--- src/hdl/pbi_pkg.sv ---
`default_nettype none

package pbi_pkg;

    localparam int TABLE_DEPTH   = 64;
    localparam int FRACTION_BITS = 10;

    localparam int IDX_W  = $clog2(TABLE_DEPTH);
    localparam int CNT_W  = $clog2(TABLE_DEPTH + 1);
    localparam int ST_W   = 22;
    localparam int OFF_W  = 16;
    localparam int HW_W   = 15;
    localparam int DIFF_W = ST_W;
    localparam int DOFF_W = OFF_W + 1;
    localparam int PROD_W = DIFF_W + 1 + DOFF_W;
    localparam int MAG_W  = PROD_W - 1;
    localparam int DCNT_W = $clog2(MAG_W + 1);

    localparam logic [HW_W-1:0] HALF_WIDTH_RESET = HW_W'((16 << FRACTION_BITS) / 10);

    localparam int APB_ADDR_W = 3;
    localparam int APB_DATA_W = 32;
    localparam logic [APB_ADDR_W-3:0] REG_HALF_WIDTH = '0;

    typedef enum logic [1:0] {
        OPC_INS_LEFT,
        OPC_INS_RIGHT,
        OPC_CLEAR,
        OPC_QUERY
    } opc_t;

    typedef struct packed {
        logic signed [ST_W-1:0]  st;
        logic signed [OFF_W-1:0] off;
    } ent_t;

    typedef enum logic [4:0] {
        DP_NOP,
        DP_LOAD,
        DP_CLEAR,
        DP_INS_ERR,
        DP_INS_START,
        DP_INS_RD,
        DP_INS_SHIFT,
        DP_INS_PUT,
        DP_Q_DEF,
        DP_Q_RD_FIRST,
        DP_Q_RD_LAST,
        DP_Q_SRCH_INIT,
        DP_Q_RD_MID,
        DP_Q_STEP,
        DP_Q_FIRST_HIT,
        DP_Q_RD_P0,
        DP_Q_RD_P1,
        DP_Q_MUL,
        DP_DIV_INIT,
        DP_DIV_STEP,
        DP_Q_FINISH,
        DP_PUBLISH
    } dp_op_t;

    typedef enum logic [3:0] {
        S_IDLE,
        S_DISPATCH,
        S_INS_INIT,
        S_INS_RD,
        S_INS_CMP,
        S_Q_START,
        S_Q_FIRST,
        S_Q_LAST,
        S_Q_SRD,
        S_Q_SCMP,
        S_Q_P0,
        S_Q_P1,
        S_Q_DINIT,
        S_Q_DIV,
        S_DONE
    } state_t;

    typedef struct packed {
        dp_op_t op;
        logic   side;
    } cmd_t;

    typedef struct packed {
        opc_t             opcode;
        logic             full_left;
        logic             full_right;
        logic             idx_zero;
        logic             rd_gt;
        logic             short_tab;
        logic             in_span;
        logic             lo_lt_hi;
        logic             lo_zero;
        logic             div_done;
        logic [CNT_W-1:0] left_cnt;
        logic [CNT_W-1:0] right_cnt;
    } status_t;

endpackage

`default_nettype wire

--- src/hdl/pbi_ctrl.sv ---
`default_nettype none

module pbi_ctrl import pbi_pkg::*; (
    input  wire logic    clk,
    input  wire logic    rst_n,
    input  wire logic    req_valid,
    output logic         req_ready,
    output logic         rsp_valid,
    input  wire logic    rsp_ready,
    input  wire status_t status,
    output cmd_t         cmd
);

    state_t state_reg;
    state_t state_next;
    logic   side_reg;
    logic   side_next;
    logic   out_valid_reg;
    logic   out_valid_next;

    always_ff @(posedge clk or negedge rst_n)
    begin
        if (!rst_n)
        begin
            state_reg     <= S_IDLE;
            side_reg      <= 1'b0;
            out_valid_reg <= 1'b0;
        end
        else
        begin
            state_reg     <= state_next;
            side_reg      <= side_next;
            out_valid_reg <= out_valid_next;
        end
    end

    assign req_ready = state_reg == S_IDLE;
    assign rsp_valid = out_valid_reg;

    always_comb
    begin
        state_next     = state_reg;
        side_next      = side_reg;
        out_valid_next = out_valid_reg && !rsp_ready;
        cmd.op         = DP_NOP;
        cmd.side       = side_reg;
        unique case (state_reg)
            S_IDLE:
            begin
                if (req_valid)
                begin
                    cmd.op     = DP_LOAD;
                    state_next = S_DISPATCH;
                end
            end
            S_DISPATCH:
            begin
                unique case (status.opcode) inside
                    OPC_INS_LEFT, OPC_INS_RIGHT:
                    begin
                        side_next = status.opcode == OPC_INS_RIGHT;
                        if ((status.opcode == OPC_INS_RIGHT) ? status.full_right
                                                             : status.full_left)
                        begin
                            cmd.op     = DP_INS_ERR;
                            state_next = S_DONE;
                        end
                        else
                            state_next = S_INS_INIT;
                    end
                    OPC_CLEAR:
                    begin
                        cmd.op     = DP_CLEAR;
                        state_next = S_DONE;
                    end
                    default:
                    begin
                        side_next  = 1'b0;
                        state_next = S_Q_START;
                    end
                endcase
            end
            S_INS_INIT:
            begin
                cmd.op     = DP_INS_START;
                state_next = S_INS_RD;
            end
            S_INS_RD:
            begin
                if (status.idx_zero)
                begin
                    cmd.op     = DP_INS_PUT;
                    state_next = S_DONE;
                end
                else
                begin
                    cmd.op     = DP_INS_RD;
                    state_next = S_INS_CMP;
                end
            end
            S_INS_CMP:
            begin
                if (status.rd_gt)
                begin
                    cmd.op     = DP_INS_SHIFT;
                    state_next = S_INS_RD;
                end
                else
                begin
                    cmd.op     = DP_INS_PUT;
                    state_next = S_DONE;
                end
            end
            S_Q_START:
            begin
                if (status.short_tab)
                begin
                    cmd.op = DP_Q_DEF;
                    if (side_reg)
                        state_next = S_DONE;
                    else
                        side_next = 1'b1;
                end
                else
                begin
                    cmd.op     = DP_Q_RD_FIRST;
                    state_next = S_Q_FIRST;
                end
            end
            S_Q_FIRST:
            begin
                cmd.op     = DP_Q_RD_LAST;
                state_next = S_Q_LAST;
            end
            S_Q_LAST:
            begin
                if (status.in_span)
                begin
                    cmd.op     = DP_Q_SRCH_INIT;
                    state_next = S_Q_SRD;
                end
                else
                begin
                    cmd.op = DP_Q_DEF;
                    if (side_reg)
                        state_next = S_DONE;
                    else
                    begin
                        side_next  = 1'b1;
                        state_next = S_Q_START;
                    end
                end
            end
            S_Q_SRD:
            begin
                if (status.lo_lt_hi)
                begin
                    cmd.op     = DP_Q_RD_MID;
                    state_next = S_Q_SCMP;
                end
                else if (status.lo_zero)
                begin
                    cmd.op = DP_Q_FIRST_HIT;
                    if (side_reg)
                        state_next = S_DONE;
                    else
                    begin
                        side_next  = 1'b1;
                        state_next = S_Q_START;
                    end
                end
                else
                begin
                    cmd.op     = DP_Q_RD_P0;
                    state_next = S_Q_P0;
                end
            end
            S_Q_SCMP:
            begin
                cmd.op     = DP_Q_STEP;
                state_next = S_Q_SRD;
            end
            S_Q_P0:
            begin
                cmd.op     = DP_Q_RD_P1;
                state_next = S_Q_P1;
            end
            S_Q_P1:
            begin
                cmd.op     = DP_Q_MUL;
                state_next = S_Q_DINIT;
            end
            S_Q_DINIT:
            begin
                cmd.op     = DP_DIV_INIT;
                state_next = S_Q_DIV;
            end
            S_Q_DIV:
            begin
                if (status.div_done)
                begin
                    cmd.op = DP_Q_FINISH;
                    if (side_reg)
                        state_next = S_DONE;
                    else
                    begin
                        side_next  = 1'b1;
                        state_next = S_Q_START;
                    end
                end
                else
                    cmd.op = DP_DIV_STEP;
            end
            S_DONE:
            begin
                if (!out_valid_reg || rsp_ready)
                begin
                    cmd.op         = DP_PUBLISH;
                    out_valid_next = 1'b1;
                    state_next     = S_IDLE;
                end
            end
            default:
                state_next = S_IDLE;
        endcase
    end

endmodule

`default_nettype wire

--- config.mk ---
export PLATFORM = sky130hd
export DESIGN_NAME = pbi_ctrl
export DESIGN_NICKNAME = d
export VERILOG_FILES = /design/src/hdl/pbi_pkg.sv /design/src/hdl/pbi_ctrl.sv
export SDC_FILE = /design/constraint.sdc
export NUM_CORES = 1
export LEC_CHECK = 0
export CAP_MARGIN = 20
export CORE_AREA = 2 2 42 44
export DETAILED_ROUTE_END_ITERATION = 8
export DIE_AREA = 0 0 44 46
export DONT_BUFFER_PORTS = 1
export HOLD_SLACK_MARGIN = 0.12
export PLACE_DENSITY = 0.74
export SYNTH_ARGS = -nofsm -noshare
export SYNTH_HDL_FRONTEND = slang
export SYNTH_SLANG_ARGS = --single-unit
--- constraint.sdc ---
create_clock -name clk -period 4.27 [get_ports clk]
set_clock_uncertainty 0.2 [all_clocks]
set_input_delay 0.2135 -clock clk [delete_from_list [all_inputs] [get_ports clk]]
set_output_delay 0.2135 -clock clk [all_outputs]
set_load 0.05 [all_outputs]
==> impl_results.md, run 1 <==
* Slew Limit Fails at 0
* WL per Instance at 17.5 um
* Reg2reg start: state_reg[2]
* CTS tree: built
* WP data required at roughly 4200 ps
* Sink Count at 6
* End of the worst hold path: state_reg[3]
* Final Cycle Share at 78.3%
* Crit path top cell by count: dlygate4sd3_1
* Post-DP Area at 902 um2
* Seq/Total Area, Yosys at around 17%
* Worst path max stage delay at 920 ps
* First-pass DRT Iterations at 4
* Max layer used: met4
* Total die area at 2020 um2
* Hold_sp: status[16]
* Synth top area share at 16.6%
* Cell Area, Synth at 907 um2
* Most frequent cells in the layout: 13 x a21oi_1, 11 x nand2_1, 10 x dlygate4sd3_1
* Core ar. at roughly 1600 um2
* Vias in the first global route at 864
* Global-route wire length before repair at 3990 um
* Gr usage total at 27.4%
* Vias post-DR at 1,031
* Crit-path slowest cell: dfrtp_1
* Setup TNS at 0 ps
* Clk slew on worst S/H paths at 40 ps
* Syn nets at 155
* WL final at 2610 um
* Largest net degree at the start of global routing at 29
* Diodes inserted at 0
* Max reg flops at 4
* Initial Util at 56.2%
* Post-route cell area at 1020 um2
* Count of flip-flops with a built-in enable after synthesis at 0
* Unrepaired setup endpoints after global routing: no
* Final setup violating endpoints at 0
* Family with the most delay on the worst path: buffers and inverters
* WP buf/inv at 2
* Min Tclk post-route at 3350 ps
* Layout cells sized above 1 at roughly 14%
* Synth Register Bits at 6
* Max Cap Viol at 0
* R2r setup slk at approximately 920 ps
* Die Wd at between 40 and 50 um
* Crit-path cells: nor2b_1, nor3b_1, nor3_1, a311oi_1, dlygate4sd3_1, mux2i_1, dlygate4sd3_1
* Slew @ Worst Pin at 1040 ps
* Type of the worst setup path: flop to flop
* DR DRC count at 0
* Crit-path max FO at 28
* Antenna violations before repair at 0
* Total global routing overflow at 0
* Relative slew margins at 30.5%
* Top cells by area, synth: dfrtp_1 17%, a21oi_1 7.2%, o21ai_0 5.5%
* CP startpoint kind: flop
* WP depth at 7
* Endpoints failing hold at 0
* Ys flop type: dfrtp_1
* CP startpoint: state_reg[2]
* Status: completed
* 1st-iter DRT viols at 49
* Met2 WL at around 1200 um
* Die Height at 46 um
* LEAKAGE at 0.393 nW
* Avg Cell Area, Syn at 7.20 um2
* Cells on worst reg2reg path at 7
* DR WL met3 at 275 um
* Synth Instances at roughly 130
* Max Root-Sink Buffers at 2
* Nets at 163
* Clock latency on the worst-skew pair at 240 ps
* Async set-reset flop share out of synthesis at 100%
* Max Clk Rate at 299 MHz
* Port-buffer cells at 0
* CTS buffer count at 3
* R2R Path End: state_reg[0]
* DP HPWL at between 1500 and 2000 um
* H-tree depth at 1
* Worst Path Arrival at 3260 ps
* Unique cell type count in the Yosys netlist at 45
* Layout area overhead at 13.0%
* DRT met1 WL at 1000 um
* I/O pin cnt at 37
* Number of synthesis warnings at 0
* Post-DRT Antenna Nets at 0
* Pwr/cell area at about 1000 nW/um2
* Most common cell after layout, fill and taps aside: a21oi_1
* CP Capture Type: flop
* Hold path cells at 4
* # rows at 15
* DR vias/cell at 6.92
* Root Buffer: clkbuf_4
* Hold Path Class: input pin to flop
* Peak VDD IR at 0.672 mV
* Routability congestion estimate from global placement at 0.929
* Yosys top cell by area: dfrtp_1
## layout make-up
type	count	area, um2
flip-flops and latches	6	150
multi-input cells	104	686
well taps	17	21.3
repair buffers	13	123
inverters	6	22.5
fillers	148	589
clock buffers	3	22.5
## worst register-to-register path, cell delays in order, from the launching register on
cell           delay [ps]
dfrtp_1               920
nor2b_1               220
nor3b_1               230
nor3_1                 90
a311oi_1              330
dlygate4sd3_1         600
mux2i_1                60
dlygate4sd3_1         570
## power by group
part / switching (mW) / internal (mW)
combinational: 0.417 / 0.283
sequential: 0.171 / 0.0846
clock: 0.0197 / 0.0317
## cell families (layout without fill, tap and decap cells)
group / after synthesis / in the layout / share of synthesized area [%]
AO/OA/AOI/OAI: 46 / 46 / 35.7
buffers and inverters: 16 / 22 / 8.55
AND/OR/NAND/NOR: 54 / 54 / 34.2
flip-flops: 6 / 6 / 16.6
multiplexers: 4 / 4 / 4.97
## per-layer routing
layer | vias to the layer above | track usage [%]
met2 | 82 | 41.8
li1 | 487 | -
met4 | 0 | 17.0
met3 | 16 | 4.37
met5 | - | 0
met1 | 446 | 35.9
## cells in the mapped netlist (2+ instances only)
cell      count
a21oi_1      13
a21oi_2       2
a31oi_1       4
buf_2         5
clkbuf_1      3
dfrtp_1       6
inv_1         6
mux2i_1       3
nand2_1      11
nand2b_1      5
nand3_1       3
nand4_1       2
nand4b_1      2
nor2_1        9
nor2b_1       2
nor3_1        8
nor3b_1       3
nor4_1        2
o21ai_0      10
o311ai_0      2
## metrics by stage
| step | power [mW] | setup slack, ps | std cells | hold WS [ps] | util, % |
|---|---|---|---|---|---|
| 2_1_floorplan | 0.782 | 1570 | 126 | -282 | - |
| 3_3_place_gp | 0.863 | 1570 | 136 | -282 | 55.9 |
| 3_5_place_dp | 0.873 | 1560 | 136 | -282 | 55.9 |
| 4_1_cts | 0.985 | 1080 | 149 | 135 | 63.5 |
| 5_1_grt | 1.07 | 828 | 149 | 182 | 63.5 |
| 6_report | 1.01 | 925 | 149 | 181 | 63.5 |
## how the worst max path moves through the flow
stage | slack [ps] | endpoint
2_1_floorplan | 1570 | req_ready
3_3_place_gp | 1570 | cmd[2]
3_5_place_dp | 1560 | cmd[2]
4_1_cts | 1080 | side_reg
5_1_grt | 830 | state_reg[0]
6_report | 920 | state_reg[0]
## timing repair
| item | 4_1_cts | 5_1_grt |
|---|---|---|
| resized for setup | 0 | 0 |
| setup buffers | 0 | 0 |
| endpoints found under the hold margin | 11 | 0 |
| hold buffers | 10 | 0 |
Note: power is estimated with default switching activity, not from simulation.
==> run 2: changes to the inputs <==
Settings changed: ABC_AREA set to 1, CORE_AREA 2 2 42 44 to 2 2 44 46, DIE_AREA 0 0 44 46 to 0 0 46 48, PLACE_DENSITY 0.74 to 0.7.
Clock period 4.27 ns to 2.84 ns, I/O delays scaled along.
==> run 2 against run 1 <==
Net effect:
- synthesized cell count grew 35%
- first-iteration DRC count up 14%
- utilization grew 4.1 points
- wire length grew 4.1%
- design area increased by 11%
- sequential share of layout area shrank 1.4 points
- global-route usage down 0.84 points
- non-clock buffer count up 8
- sequential power shrank 2%
- critical endpoint is now state_reg[3]
- largest power group unchanged
==> impl_results.md, run 2 <==
* Status: completed
* CP Capture Type: flop
* H-tree depth at 1
* LEAKAGE at 0.627 nW
* Relative slew margins at 58.5%
* Most frequent cells in the layout: 64 x nand2_1, 23 x nor2_1, 23 x nand3_1
* Clock latency on the worst-skew pair at 240 ps
* Final worst slack at about 120 ps
* Fill count at 164
* WL per Instance at 13.0 um
* Unrepaired setup endpoints after global routing: no
* Crit-path slowest cell: dlygate4sd3_1
* Synth cell count leaders: 64 x nand2_1, 23 x nand3_1, 23 x nor2_1, 16 x inv_1, 6 x dfrtp_1
* WL final at 2720 um
* Synth Register Bits at 6
* Crit path top cell by count: nand2_1
* Max Cap Viol at 0
* Vias post-DR at between 1,000 and 1,500
* Power, Total at 1.49 mW
* Avg Cell Area, Syn at 5.28 um2
* Clk slew on worst S/H paths at ~40 ps
* Nets at about 220
* Worst Path Arrival at 2690 ps
* Gr usage total at 26.6%
* CTS tree: built
* Async set-reset flop share out of synthesis at 100%
* Vias in the first global route at 1,004
* DR DRC count at 0
* Finished Layout Cells at 209
* DRT met1 WL at 1080 um
* DR WL met3 at 187 um
* # Post-CTS Setup Buffers at 0
* Port-buffer cells at 0
* Final Cycle Share at 95.7%
* Worst path max stage delay at about 540 ps
* Crit-path cells: inv_2, nand2_1, nor2_1, nand2_1, nand2_1, dlygate4sd3_1, nor2_1, dlygate4sd3_1, nand3_1, nand2_1, nand2_1
* Crit-path max FO at 7
* Setup TNS at 0 ps
* Slew Limit Fails at 0
* Initial Util at 53.2%
* R2r setup slk at 120 ps
* Post-DP Area at 942 um2
* Most common cell after layout, fill and taps aside: nand2_1
* Layout area overhead at 27.0%
* Total global routing overflow at 0
* Peak VDD IR at 0.719 mV
* Routability congestion estimate from global placement at 0.905
* I/O pin cnt at 37
* Post-route cell area at 1140 um2
* Die Height at 48 um
* CTS buffer count at 3
* Die Wd at between 40 and 50 um
* DR vias/cell at 5.60
* Syn nets at between 150 and 200
* Core ar. at 1690 um2
* DP HPWL at ~2000 um
* Count of flip-flops with a built-in enable after synthesis at 0
* Cell Area, Synth at 898 um2
* CP startpoint kind: flop
* Ys flop type: dfrtp_1
* Slew @ Worst Pin at 620 ps
* Unique cell type count in the Yosys netlist at 21
* Yosys top cell by area: nand2_1
* Min Tclk post-route at approximately 2700 ps
* Layout cells sized above 1 at 13.5%
* Pwr/cell area at between 1000 and 1500 nW/um2
* Number of synthesis warnings at 0
* Hold Path Class: input pin to flop
* Max layer used: met4
* Synth Instances at 170
* Sink Count at 6
* Post-DRT Antenna Nets at 0
* Max Clk Rate at about 370 MHz
* Synth top area share at 26.7%
* Met2 WL at around 1400 um
* Max Root-Sink Buffers at 2
* Max reg flops at 4
* Root Buffer: clkbuf_4
* First-pass DRT Iterations at 4
* 1st-iter DRT viols at 56
* Family with the most delay on the worst path: buffers and inverters
* Total die area at 2210 um2
* Seq/Total Area, Yosys at 16.7%
* Final setup violating endpoints at 0
* Global-route wire length before repair at 4200 um
* WP buf/inv at 3
* Largest net degree at the start of global routing at 13
* WP data required at 2810 ps
* Most common cell in the netlist: nand2_1
* Pre-CTS WS at 770 ps
* Post-placement cell count at ~190
* Top cells by area, synth: nand2_1 27%, dfrtp_1 17%, nand3_1 13%
* Type of the worst setup path: flop to flop
* Antenna violations before repair at 0
* Diodes inserted at 0
* Endpoints failing hold at 0
* # rows at 15
==> run 2: metal layers <==
metal	vias to the layer above	GRT usage (%)
met5	-	0
met4	0	9.71
met3	8	1.51
met2	52	48.9
met1	518	32.5
li1	592	-
==> run 2: layout make-up <==
cell class	count	area, um2	share of cell area (%)
inverters	24	91.3	8.00
well taps	17	21.3	1.86
repair buffers	21	200	17.5
flip-flops and latches	6	151	13.3
multi-input cells	138	654	57.3
clock buffers	3	22.5	1.97
==> run 2: logic make-up (layout without fill, tap and decap cells) <==
family | Yosys count | count (layout) | synth area share [%]
simple gates | 125 | 125 | 62.4
flops | 6 | 6 | 16.7
compound gates | 13 | 13 | 9.05
buf+inv | 26 | 48 | 11.8
==> run 2: worst reg2reg max path: cells and delay by family, from the launching register on <==
family,cells,cell delay (ps)
and+or+nand+nor,8,770
DFF,1,470
buffers and inverters,3,1230
==> run 2: power by group <==
group	switching [mW]	total (mW)	internal, mW
Clock	0.0263	0.0738	0.0475
Combinational	0.788	1.16	0.371
Sequential	0.123	0.252	0.129
Total	0.937	1.49	0.548
==> run 2: per-stage QoR <==
| step | util, % | hold slack (ps) |
|---|---|---|
| 2_1_floorplan | - | -354 |
| 3_3_place_gp | 55.8 | -353 |
| 3_5_place_dp | 55.8 | -353 |
| 4_1_cts | 67.2 | 126 |
| 5_1_grt | 67.6 | 191 |
| 6_report | 67.6 | 157 |
==> run 2: path summary, 6_finish.rpt <==
check                             start            to  cells past startpoint
min in group asynchronous         rst_n  state_reg[2]                      2
max                        state_reg[2]  state_reg[3]                     11
min reg2reg                state_reg[2]  state_reg[2]                      2
max in group asynchronous         rst_n      side_reg                      2
max reg2reg                state_reg[2]  state_reg[3]                     11
min                          status[23]  state_reg[3]                      5
==> run 2: what timing repair did <==
action                                  in CTS  in global routing
endpoints found under the setup margin       0                  1
endpoints found under the hold margin       12                  0
hold buffers                                17                  0
gates resized for setup                      0                  2
==> run 3: changes to the inputs <==
Settings changed: RECOVER_POWER set to 50.
==> run 3 against run 2 <==
Net effect:
- cell count unchanged
- count of clock-buffer cells in the layout unchanged
- global-route usage unchanged
- clock power about the same
- total power decreased by 0.53%
- non-clock buffer count unchanged
- critical path type unchanged
==> impl_results.md, run 3 (same netlist as run 2, synthesis figures left out) <==
* Status: completed
* Global-route wire length before repair at about 4200 um
* Max Cap Viol at 0
* Root Buffer: clkbuf_4
* CP startpoint kind: flop
* CTS buffer count at 3
* Crit-path slowest cell: dlygate4sd3_1
* Die Wd at 46 um
* Total global routing overflow at 0
* Initial Util at 53.2%
* I/O pin cnt at 37
* Crit path top cell by count: nand2_1
* Diodes inserted at 0
* Area of the multi-input gates at 654 um2
* Max reg flops at 4
* 1st-iter DRT viols at 54
* WL per Instance at 13.1 um
* Die Height at 48 um
* Type of the worst setup path: flop to flop
* DR DRC count at 0
* Finished Layout Cells at 209
* # rows at 15
* Power, Total at 1.48 mW
* Worst path max stage delay at between 500 and 600 ps
* Most frequent cells in the layout: 64 x nand2_1, 23 x nor2_1, 23 x nand3_1
* Setup TNS at 0 ps
* Peak VDD IR at 0.718 mV
* Antenna violations before repair at 0
* Pwr/cell area at 1300 nW/um2
* Core ar. at around 1700 um2
* Gr usage total at 26.6%
* WP buf/inv at 3
* Routability congestion estimate from global placement at 0.905
* Post-placement cell count at 189
* Relative slew margins at 58.5%
* CP Capture Type: flop
* CTS tree: built
* Endpoints failing hold at 0
* DR vias/cell at around 5.7
* Layout cells sized above 1 at 13.0%
* Final setup violating endpoints at 0
* Unrepaired setup endpoints after global routing: no
* Largest net degree at the start of global routing at 13
* R2r setup slk at 130 ps
* Clk slew on worst S/H paths at approximately 40 ps
* Layout area overhead at 26.6%
* Worst Path Arrival at 2680 ps
* Fill count at 166
* WL final at ~2700 um
* Slew @ Worst Pin at 620 ps
* Hold Path Class: input pin to flop
* Slew Limit Fails at 0
* Most common cell after layout, fill and taps aside: nand2_1
* Vias post-DR at approximately 1,200
* Total die area at around 2200 um2
* Sink Count at 6
* Post-DP Area at about 940 um2
* H-tree depth at 1
* Family with the most delay on the worst path: buffers and inverters
* WP data required at about 2800 ps
* Nets at roughly 220
* First-pass DRT Iterations at 4
* Post-DRT Antenna Nets at 0
* Min Tclk post-route at 2710 ps
* Crit-path cells: inv_2, nand2_1, nor2_1, nand2_1, nand2_1, dlygate4sd3_1, nor2_1, dlygate4sd3_1, nand3_1, nand2_1, nand2_1
* Port-buffer cells at 0
* # Post-CTS Setup Buffers at 0
* Final Cycle Share at a little over nine tenths
* Post-route cell area at 1140 um2
* Max Root-Sink Buffers at 2
* Register area at 151 um2
* Vias in the first global route at about 1,000
* Clock latency on the worst-skew pair at 240 ps
* Crit-path max FO at 7
* LEAKAGE at 0.623 nW
* Max Clk Rate at 369 MHz
* DP HPWL at 2000 um
run 3: cell types whose count changed in the layout (fill, tap and decap cells not counted):
cell,change
buf_4,-1
clkbuf_1,+1
run 3: repair_timing:
item,4_1_cts,5_1_grt
hold buffers,17,0
hold endpoints to repair,12,0
setup endpoints to repair,0,1
gates resized for setup,0,2
run 3: report_power, final:
part           switching (mW)  internal [mW]  total (mW)
sequential              0.123          0.129       0.252
clock                  0.0263         0.0475      0.0738
combinational           0.789          0.362        1.15
total                   0.939          0.539        1.48
run 3: through the flow:
| stage | hold slack (ps) | utilization [%] | worst slack [ps] |
|---|---|---|---|
| final | 153 | 67.3 | 132 |
| after global routing | 191 | 67.3 | 17.8 |
| after CTS | 126 | 67.2 | 53.2 |
| after detailed placement | -353 | 55.8 | 770 |
| after global placement | -353 | 55.8 | 787 |
| after floorplan | -354 | - | 582 |
run 3: worst register-to-register path, delay by kind of cell (launching register included):
family / cells / cell delay (ps)
simple gates: 8 / 740
flops: 1 / 470
buf+inv: 3 / 1230
run 3: final cells by class:
class	count	area share (%)
Clock buffer	3	1.98
Inverter	24	8.03
Multi-Input combinational cell	138	57.5
Sequential cell	6	13.3
Tap cell	17	1.87
Timing Repair Buffer	21	17.3
run 3: final timing paths:
path / startpoint / to / cells past startpoint
setup / recovery: state_reg[2] / state_reg[3] / 11
hold / removal: status[23] / state_reg[3] / 5
setup reg to reg: state_reg[2] / state_reg[3] / 11
hold reg to reg: state_reg[2] / state_reg[2] / 2
max in group asynchronous: rst_n / side_reg / 2
min in group asynchronous: rst_n / state_reg[2] / 2
run 3: layer usage:
metal | part of all wire (%) | track usage [%]
met1 | 40 | 32.5
met2 | 52 | 48.9
met3 | 6.3 | 1.51
met4 | 2.1 | 9.71
met5 | 0 | 0
